`src/hw/rtl/lfr_pkg.sv`:
```
// Shared types and constants for the LRU frame replacer.
`default_nettype none

package lfr_pkg;

    // Number of frames tracked, and the widths of a frame number and a count.
    localparam int FRAMES  = 64;
    localparam int FRAME_W = 6;
    localparam int COUNT_W = 7;

    // Action codes of an input word.
    typedef enum logic [1:0] {
        ACT_VICTIM = 2'd0,
        ACT_PIN    = 2'd1,
        ACT_UNPIN  = 2'd2
    } t_action;

    // One slot of the recency order.
    typedef struct packed {
        logic               valid;
        logic [FRAME_W-1:0] id;
    } t_slot;

    // Command broadcast to every cell of the chain.
    typedef struct packed {
        logic               do_unpin;
        logic               do_pin;
        logic               do_victim;
        logic [FRAME_W-1:0] key;
    } t_cell_cmd;

endpackage

`default_nettype wire

```
`src/hw/rtl/lru_frame_replacer_unit.sv`:
```
// Top level of the LRU frame replacer: handshakes, membership flags, count and result register.
//
//  channel | direction | handshake                  | payload
//  --------+-----------+----------------------------+----------------------------------------
//  in      | input     | i_in_valid / o_in_ready    | i_action, i_frame_num
//  out     | output    | o_out_valid / i_out_ready  | o_found, o_victim_frame, o_entry_count
//  cfg     | input     | i_cfg_valid / o_cfg_ready  | i_cfg_data (capacity)
//
// Each accepted word updates the whole cell row at that edge, and the
// result is shown from the output register in the next cycle, one word per cycle sustained while results are taken.
// The longest path is the match-and-shift ripple through the 64 cells on a pin.
// Input stalls only while the output register is full and not being taken.
// Reset is synchronous; there is no clearing pass, the block is ready right after it.
`default_nettype none

module lru_frame_replacer_unit (
    input  logic                        i_clk,
    input  logic                        i_rst_n,
    input  logic                        i_in_valid,
    output logic                        o_in_ready,
    input  logic [1:0]                  i_action,
    input  logic [lfr_pkg::FRAME_W-1:0] i_frame_num,
    output logic                        o_out_valid,
    input  logic                        i_out_ready,
    output logic                        o_found,
    output logic [lfr_pkg::FRAME_W-1:0] o_victim_frame,
    output logic [lfr_pkg::COUNT_W-1:0] o_entry_count,
    input  logic                        i_cfg_valid,
    output logic                        o_cfg_ready,
    input  logic [lfr_pkg::COUNT_W-1:0] i_cfg_data
);
    import lfr_pkg::*;

    logic [COUNT_W-1:0] r_capacity;
    logic [FRAMES-1:0]  r_member;
    logic [FRAMES-1:0]  n_member;
    logic [COUNT_W-1:0] r_count;
    logic [COUNT_W-1:0] n_count;
    logic               r_out_valid;
    logic               r_found;
    logic [FRAME_W-1:0] r_victim;
    logic [COUNT_W-1:0] r_entry;

    logic               accept;
    t_action            action;
    t_cell_cmd          cmd;
    logic [FRAME_W-1:0] oldest;

    // Handshakes.
    assign o_in_ready  = ~r_out_valid | i_out_ready;
    assign accept      = i_in_valid & o_in_ready;
    assign o_cfg_ready = 1'b1;
    assign action      = t_action'(i_action);

    // Decode the word into a cell command; ignored actions give no command.
    always_comb begin
        cmd     = '{do_unpin: 1'b0, do_pin: 1'b0, do_victim: 1'b0, key: i_frame_num};
        if (accept) begin
            case (action)
                ACT_VICTIM: cmd.do_victim = (r_count != '0);
                ACT_PIN:    cmd.do_pin    = r_member[i_frame_num];
                ACT_UNPIN:  cmd.do_unpin  = ~r_member[i_frame_num]
                                            && (r_count < r_capacity)
                                            && (r_count < COUNT_W'(FRAMES));
                default:    cmd.do_victim = 1'b0;
            endcase
        end
    end

    lfr_chain u_chain (
        .i_clk    (i_clk),
        .i_rst_n  (i_rst_n),
        .i_cmd    (cmd),
        .o_oldest (oldest)
    );

    // Membership flags and entry count follow the command.
    always_comb begin
        n_member = r_member;
        n_count  = r_count;
        if (cmd.do_unpin) begin
            n_member[i_frame_num] = 1'b1;
            n_count               = r_count + 1'b1;
        end else if (cmd.do_pin) begin
            n_member[i_frame_num] = 1'b0;
            n_count               = r_count - 1'b1;
        end else if (cmd.do_victim) begin
            n_member[oldest]      = 1'b0;
            n_count               = r_count - 1'b1;
        end
    end

    // Control state.
    always_ff @(posedge i_clk) begin
        if (!i_rst_n) begin
            r_capacity  <= COUNT_W'(FRAMES);
            r_member    <= '0;
            r_count     <= '0;
            r_out_valid <= 1'b0;
        end else begin
            if (i_cfg_valid) begin
                r_capacity <= i_cfg_data;
            end
            r_member <= n_member;
            r_count  <= n_count;
            if (accept) begin
                r_out_valid <= 1'b1;
            end else if (i_out_ready) begin
                r_out_valid <= 1'b0;
            end
        end
    end

    // Result word register.
    always_ff @(posedge i_clk) begin
        if (accept) begin
            r_found  <= cmd.do_victim;
            r_victim <= cmd.do_victim ? oldest : '0;
            r_entry  <= n_count;
        end
    end

    assign o_out_valid    = r_out_valid;
    assign o_found        = r_found;
    assign o_victim_frame = r_victim;
    assign o_entry_count  = r_entry;

`ifndef SYNTH
    // The count always equals the number of member frames.
    a_count_members: assert property (@(posedge i_clk) disable iff (!i_rst_n)
        r_count == COUNT_W'($countones(r_member)))
        else $error("entry count does not match membership flags");

    // The set never exceeds the frame table.
    a_count_bound: assert property (@(posedge i_clk) disable iff (!i_rst_n)
        r_count <= COUNT_W'(FRAMES))
        else $error("entry count exceeds frame table");

    // A victim request on a non-empty set reports a found frame.
    a_victim_found: assert property (@(posedge i_clk) disable iff (!i_rst_n)
        accept && (i_action == ACT_VICTIM) && (r_count != '0) |=> o_out_valid && o_found)
        else $error("victim on non-empty set reported not found");
`endif

endmodule

`default_nettype wire

```
`src/hw/rtl/lfr_cell.sv`:
```
// One slot cell of the recency chain: holds a frame and moves it to a neighbor.
`default_nettype none

module lfr_cell (
    input  logic              i_clk,
    input  logic              i_rst_n,
    input  lfr_pkg::t_cell_cmd i_cmd,
    input  lfr_pkg::t_slot    i_left,
    input  lfr_pkg::t_slot    i_right,
    input  logic              i_kill,
    output logic              o_kill,
    output lfr_pkg::t_slot    o_slot,
    output logic              o_last
);
    import lfr_pkg::*;

    logic               r_valid;
    logic [FRAME_W-1:0] r_id;
    logic               n_valid;
    logic [FRAME_W-1:0] n_id;
    logic               match;

    // A pinned frame starts a left shift through its own cell and all older cells after it.
    assign match  = r_valid && (r_id == i_cmd.key);
    assign o_kill = i_kill | match;
    assign o_last = r_valid & ~i_right.valid;
    assign o_slot = '{valid: r_valid, id: r_id};

    // Next slot contents for each command.
    always_comb begin
        n_valid = r_valid;
        n_id    = r_id;
        if (i_cmd.do_unpin) begin
            n_valid = i_left.valid;
            n_id    = i_left.id;
        end else if (i_cmd.do_pin && o_kill) begin
            n_valid = i_right.valid;
            n_id    = i_right.id;
        end else if (i_cmd.do_victim && o_last) begin
            n_valid = 1'b0;
        end
    end

    // Valid bit is control state; the frame number needs no reset.
    always_ff @(posedge i_clk) begin
        if (!i_rst_n) begin
            r_valid <= 1'b0;
        end else begin
            r_valid <= n_valid;
        end
    end

    always_ff @(posedge i_clk) begin
        r_id <= n_id;
    end

endmodule

`default_nettype wire

```
`src/hw/rtl/lfr_chain.sv`:
```
// Row of slot cells, newest frame in cell 0, with the oldest-frame readout.
`default_nettype none

module lfr_chain (
    input  logic                        i_clk,
    input  logic                        i_rst_n,
    input  lfr_pkg::t_cell_cmd          i_cmd,
    output logic [lfr_pkg::FRAME_W-1:0] o_oldest
);
    import lfr_pkg::*;

    t_slot              slot   [FRAMES];
    t_slot              left   [FRAMES];
    t_slot              right  [FRAMES];
    logic [FRAMES:0]    kill;
    logic [FRAMES-1:0]  last;

    assign kill[0] = 1'b0;

    // Cell 0 takes the new frame on unpin; the last cell pulls in an empty slot on pin.
    for (genvar g = 0; g < FRAMES; g++) begin : g_cell
        if (g == 0) begin : g_head
            assign left[g] = '{valid: 1'b1, id: i_cmd.key};
        end else begin : g_mid_l
            assign left[g] = slot[g-1];
        end
        if (g == FRAMES - 1) begin : g_tail
            assign right[g] = '{valid: 1'b0, id: '0};
        end else begin : g_mid_r
            assign right[g] = slot[g+1];
        end

        lfr_cell u_cell (
            .i_clk   (i_clk),
            .i_rst_n (i_rst_n),
            .i_cmd   (i_cmd),
            .i_left  (left[g]),
            .i_right (right[g]),
            .i_kill  (kill[g]),
            .o_kill  (kill[g+1]),
            .o_slot  (slot[g]),
            .o_last  (last[g])
        );
    end

    // At most one cell is the last valid one, so an OR over the row selects it.
    always_comb begin
        o_oldest = '0;
        for (int i = 0; i < FRAMES; i++) begin
            o_oldest = o_oldest | (slot[i].id & {FRAME_W{last[i]}});
        end
    end

endmodule

`default_nettype wire
```
`config.mk`:
```
export PLATFORM = sky130hd
export DESIGN_NAME = lru_frame_replacer_unit
export DESIGN_NICKNAME = d
export VERILOG_FILES = /design/src/hw/rtl/lfr_pkg.sv /design/src/hw/rtl/lru_frame_replacer_unit.sv /design/src/hw/rtl/lfr_cell.sv /design/src/hw/rtl/lfr_chain.sv
export SDC_FILE = /design/constraint.sdc
export NUM_CORES = 2
export LEC_CHECK = 0
export ABC_CLOCK_PERIOD_IN_PS = 3950
export BUFFER_PORTS_ARGS = -buffer_cell sky130_fd_sc_hd__buf_2
export CAP_MARGIN = 20
export CORE_MARGIN = 8
export CORE_UTILIZATION = 55
export DETAILED_ROUTE_END_ITERATION = 10
export PLACE_DENSITY = 0.74
export RECOVER_POWER = 50
export SYNTH_ARGS = -nofsm -noshare
export SYNTH_HDL_FRONTEND = slang
export SYNTH_SLANG_ARGS = --single-unit
```
`constraint.sdc`:
```
create_clock -name i_clk -period 3.95 [get_ports i_clk]
set_input_delay 0.5925 -clock i_clk [delete_from_list [all_inputs] [get_ports i_clk]]
set_output_delay 0.5925 -clock i_clk [all_outputs]
set_load 0.03 [all_outputs]
```
* Yosys cells after proc, flatten, opt, wreduce, memory -nomap -nowiden
Index checks and enable logic that the tools add are counted.
Storage, ports and cells: register bits after elaboration 541, bits of input ports 20, output and inout port bits 17, word-level logic and storage cells 1200
Operators by class: $add $sub $neg 2, magnitude comparators 6, eq/ne operators 66, multiplexer cells 338, bitwise gates (word level) 325, reductions and logical operators 328
Operators with widths (number):
- 6-bit 2-to-1 mux | 128
- 6-bit AND | 64
- 6-bit == test | 64
- 6-bit bitwise OR | 63
- 1-bit 2-to-1 mux | 200
- 1-bit logical AND | 196
- 3-bit nonzero test | 65
- 64-bit 2-to-1 mux | 3
- 2-bit nonzero test | 65
- 64-bit AND | 2
- 64-bit inverter | 2
- 1-bit inverter | 65
- 1-bit AND | 64
- 1-bit bitwise OR | 64
- 64-bit bitwise OR | 1
- 7-bit 2-to-1 mux | 3
- 6-bit by 7-bit < comparator with 1-bit output, second input constant | 2
- 1-bit demux with 6-bit select | 2
- 6-bit by 1-bit >= comparator with 1-bit output, second input constant | 2
- 7-bit by 1-bit adder with 7-bit output, second input constant | 1
- 7-bit < comparator | 1
- 7-bit < comparator, second input constant | 1
- 7-bit nonzero test | 1
- 7-bit by 1-bit subtractor with 7-bit output, second input constant | 1
- 5 further kinds | 5

* Logic depth before layout (Yosys ltp)
depth in word-level cells 75, mapped depth 17, depth with buffers taken out 11

* Modules after synthesis
A second synthesis with hierarchy kept.
Second synthesis, totals: cells, all modules 2894, area, all modules 34449.3 um2
Modules (own cells, without submodules):
- lfr_cell | instances 64, cells an instance 33, area an instance 430.4 um2, seq. area each 200.2 um2
- lru_frame_replacer_unit | instances 1, cells an instance 558, area an instance 5011.1 um2, seq. area each 2001.9 um2
- lfr_chain | instances 1, cells an instance 224, area an instance 1891.8 um2, seq. area each 0.0 um2

* Worst setup path before layout
No wires, ideal clock.
path kind input -> register, start point input port i_frame_num[1] in the netlist's numbering, end point register u_chain.g_cell[35].u_cell.r_id[0] (enable), library setup time 0.360 ns, data arrival time 3.663 ns, required time 3.590 ns, slack -0.073 ns, stages 14, path buffers 6, path through buf_4 buf_4 or3b_2 a21oi_1 o41ai_1 nand4_1 and4b_1 buf_2 or2_2 clkbuf_1 clkbuf_1 clkbuf_1 o21ai_0 o21bai_1
On the way: longest elaborated chain between the ends 39, elaborated cells between the ends (all ways) 117, those cells by class eq/ne (36); mux (5); bitwise (36); reduce/logical (40)
RTL lines:
- from (decl) | RTL line lru_frame_replacer_unit.sv:22 | input logic [lfr_pkg::FRAME_W-1:0] i_frame_num,
- 6-bit == test | RTL line lfr_cell.sv:24 | assign match = r_valid && (r_id == i_cmd.key);
- 1-bit logical AND | RTL line lfr_cell.sv:24
- 1-bit bitwise OR (35 in series) | RTL line lfr_cell.sv:25 | assign o_kill = i_kill | match;
- 1-bit logical AND | RTL line lfr_cell.sv:36 | end else if (i_cmd.do_pin && o_kill) begin
- 2-bit nonzero test (no source line) (*)
- to (signal assigned) | RTL line lfr_cell.sv:54 | r_id <= n_id;
- to (decl) | RTL line lfr_cell.sv:18 | logic [FRAME_W-1:0] r_id;
Every way passes the cells marked *; elsewhere a longest branch is shown, timed or not. The select of a mux whose other input is x is not followed. A chain may end at the register's enable or synchronous reset.

* Final worst setup path
start point input port i_frame_num[2] in the netlist's numbering, end point register u_chain.g_cell[49].u_cell.r_id[1] (enable)
On the way: longest elaborated chain between the ends 53, elaborated cells between the ends (all ways) 159, those cells by class eq/ne (50); mux (5); bitwise (50); reduce/logical (54)
RTL lines (RTL line):
- 6-bit == test | lfr_cell.sv:24
- 1-bit logical AND | lfr_cell.sv:24
- 1-bit bitwise OR (49 in series) | lfr_cell.sv:25
- 1-bit logical AND | lfr_cell.sv:36
- 2-bit nonzero test (no source line) (*)
- to (signal assigned) | lfr_cell.sv:54
- to (decl) | lfr_cell.sv:18
Marks and branches as above.

==> flow_summary.toml <==
[outcome]
outcome = "finished with violations"
violations = "max-capacitance violations, max-slew violations"

[routing]
viasPerCell = 6.89
dr.pass1.iters = 8
vias = 32010
drt_iter0_drc = 5485
final_antenna_net_count = 0
wl_um = 152000
drc_errors = 0
wire_per_inst_um = 32.7

[critical_path]
critPathMaxFanout = 22
critPathArrivalTime_ps = 4280
cp_data_required_time_ps = 4350
end_kind = "flip-flop"
reg2reg_to = "r_member[46]$_SDFFE_PN0P_"
setup.worst_path.class = "in2reg"
rr_worst_depth = 8
r2r-start = "u_chain.g_cell[12].u_cell.r_valid$_SDFFE_PN0P_"
r2r_slack_ps = 110
cp-start-kind = "input port"

[timing]
max_freq_mhz = 258
relSlewSlack_pct = -30.7
worst_slew_pin_slew_ps = 1960
fin_tns_setup_ps = 0
hold_viol = 0
post-route-period-util_pct = 98.3
fin_skew_ps = 23.3
slew_viol_final = 112
rsz0062_at_grt = "no"
final.min_clock_period_ps = 3880
final-setup-viol-count = 0

[logic_synthesis]
seq_area_frac_synth_pct = 45.0
avgSynthCellArea_sq_um = 8.94
synth_area_leaders = "edfxtp_1, nand2_1, dfxtp_1"
syn-num-nets = 3711
synth_area_sq_mm = 0.0329
yosysWarnings = 0
yosys.area.top_type = "edfxtp_1"
syn_inst = 3682
ys.flop_type = "edfxtp_1"
synthArstFlopShare_pct = 0
synth_edf_count = 398
yosys-top-cells-count = "nand2_1, edfxtp_1, xnor2_1"
ys_ff_latch = 541
synth_top_cell_area_share_pct = 36.3
synthDistinctLibCells = 97
synth.most_common_cell = "nand2_1"

[global_routing]
first_global_vias = 29557
grt_antenna_before_repair = 12
grt_usage_pct = 43.7
overflow = 0
grt_max_degree = 78
grt_pass1_wl_um = 215000

[floorplanning]
start_util_pct = 55.7
ios = 37
rows = 89
die_x_um = 261
die_h_um = 261
core_sq_mm = 0.0591
dieArea_sq_mm = 0.0679

[cts]
cts_setup_buffers = 0
clkTransAtPathRegs_ps = 60
clk_latency_ps = 650
numCtsBuffers = 59
cts_tree = "done"
cts_buffer_depth = 3
clockRootBuffer = "clkbuf_16"
htreeDepth = 2
numClockSinks = 541

[flow_run]
maxCapViolations = 2

[placement]
gp_congestion = 1.12
place_inst = 4531
port_buffers = 35
place_area_sq_mm = 0.0355
dp_hpwl_um = 114000

[min_path]
whs_endpoint = "r_capacity[6]$_SDFFE_PN1P_"
hold_class = "in2reg"
hp-start = "i_cfg_data[6]"
min_path_cells = 3

[power]
vdd_ir_drop_max_mv = 0.419
powerDensity_mw_per_mm2 = 409
power.total_uw = 15300
leakage_uw = 0.0149

[cells_and_area]
fin_area_sq_mm = 0.0374
fillers = 4964
fin_nets = 3850
final_util_pct = 63.2
layoutNonFillerInstCount = 4648
drive_gt1_share_pct = 11.7
synthToLayoutAreaGrowth_pct = 13.5
[worst max-delay path by stage]
stage	from	depth (start not counted)	slack, ps	end
6_report	i_frame_num[2]	12	70	u_chain.g_cell[49].u_cell.r_id[1]$_DFFE_PP_
5_1_grt	i_frame_num[2]	13	80	r_member[52]$_SDFFE_PN0P_
4_1_cts	u_chain.g_cell[3].u_cell.r_valid$_SDFFE_PN0P_	9	120	r_member[16]$_SDFFE_PN0P_
3_5_place_dp	i_frame_num[2]	12	-390	u_chain.g_cell[49].u_cell.r_id[4]$_DFFE_PP_
3_3_place_gp	i_frame_num[2]	12	-340	u_chain.g_cell[49].u_cell.r_id[0]$_DFFE_PP_
2_1_floorplan	i_frame_num[1]	13	40	u_chain.g_cell[48].u_cell.r_id[0]$_DFFE_PP_
[cell usage in the layout, fill, tap and decap left out, types with 18 or more instances in the layout]
master     netlist  layout
a211oi_1        26      26
nor4_1          52      51
nand2_1       1217    1216
clkbuf_16        0      60
nor2b_1         64      64
nand4_1         93      93
o22ai_1         18      18
a311oi_1        22      22
edfxtp_1       398     398
o21a_1          23      23
buf_12           6      39
a221oi_1        62      62
o21ai_0         57      59
nor2_1         109     109
nor3_1          34      31
a22o_1          60      60
a22oi_1         99      99
a21oi_1         86      86
clkbuf_1       158      46
xor2_1         150     150
nand3_1         57      57
dfxtp_1        143     143
inv_1           29      30
xnor2_1        240     240
buf_4           15     225
a31oi_1         71      71
o211a_1         24      24
mux2i_1         19      19
[cell families after synthesis]
kind of cell	count (synthesis)	synth area share, %
compound gates	689	15.6
xor+xnor	390	10.4
fa+ha+maj	9	0.342
simple gates	1743	23.3
buf+inv	285	4.47
flops	541	45.0
other cells	1	0.0114
mux	24	0.886
[registers in the layout (all words and copies together) (netlist names)]
| name | flops |
|---|---|
| r_member | 64 |
| o_out_valid | 1 |
| u_chain.g_cell.u_cell.r_id | 384 |
| u_chain.g_cell.u_cell.r_valid | 64 |
| o_entry_count | 7 |
| r_capacity | 7 |
| o_victim_frame | 6 |
| r_count | 7 |
| o_found | 1 |
[worst max-delay path, stage by stage]
cell and delay, ps:
buf_4 270, buf_12 230, buf_12 230, xor2_1 170
nor4_1 70, buf_4 160, nor3_1 780, nand2_1 410
or4_4 660, o21a_1 250, or2_1 230, buf_4 170
[cell type report]
| cell class | instances | area, sq um | share of cell area [%] |
|---|---|---|---|
| antenna | 3 | 7.51 | 0.0201 |
| clock buffer | 75 | 1610 | 4.30 |
| clock inverter | 37 | 413 | 1.10 |
| inverter | 34 | 128 | 0.341 |
| multi-input combinational | 2856 | 16700 | 44.6 |
| sequential | 541 | 14800 | 39.6 |
| tap | 773 | 967 | 2.59 |
| timing repair buffer | 329 | 2770 | 7.40 |
[where the power goes]
| part | internal (uW) | switching, uW | total [uW] |
|---|---|---|---|
| Clock | 3410 | 2470 | 5880 |
| Combinational | 881 | 1660 | 2540 |
| Sequential | 6400 | 480 | 6880 |
[per-stage QoR]
stage          setup WS (ps)  hold WS (ps)
2_1_floorplan           44.4           455
3_3_place_gp            -343           480
3_5_place_dp            -386           484
4_1_cts                  123           158
5_1_grt                 84.8           182
6_report                68.0           171
[routing by layer]
layer  global-route usage (%)  part of all wire, %  vias to the layer above
met2                     65.2                   42                     2650
li1                         -                    -                    13441
met1                     55.0                   36                    15218
met4                     29.8                  8.6                        8
met5                        0                0.035                        -
met3                     12.3                   13                      693
[timing repair]
| action | CTS | global route |
|---|---|---|
| hold buffers | 0 | 0 |
| setup endpoints to repair | 0 | 9 |
| resized for setup | 0 | 1 |
Note: power is estimated with default switching activity, not from simulation.
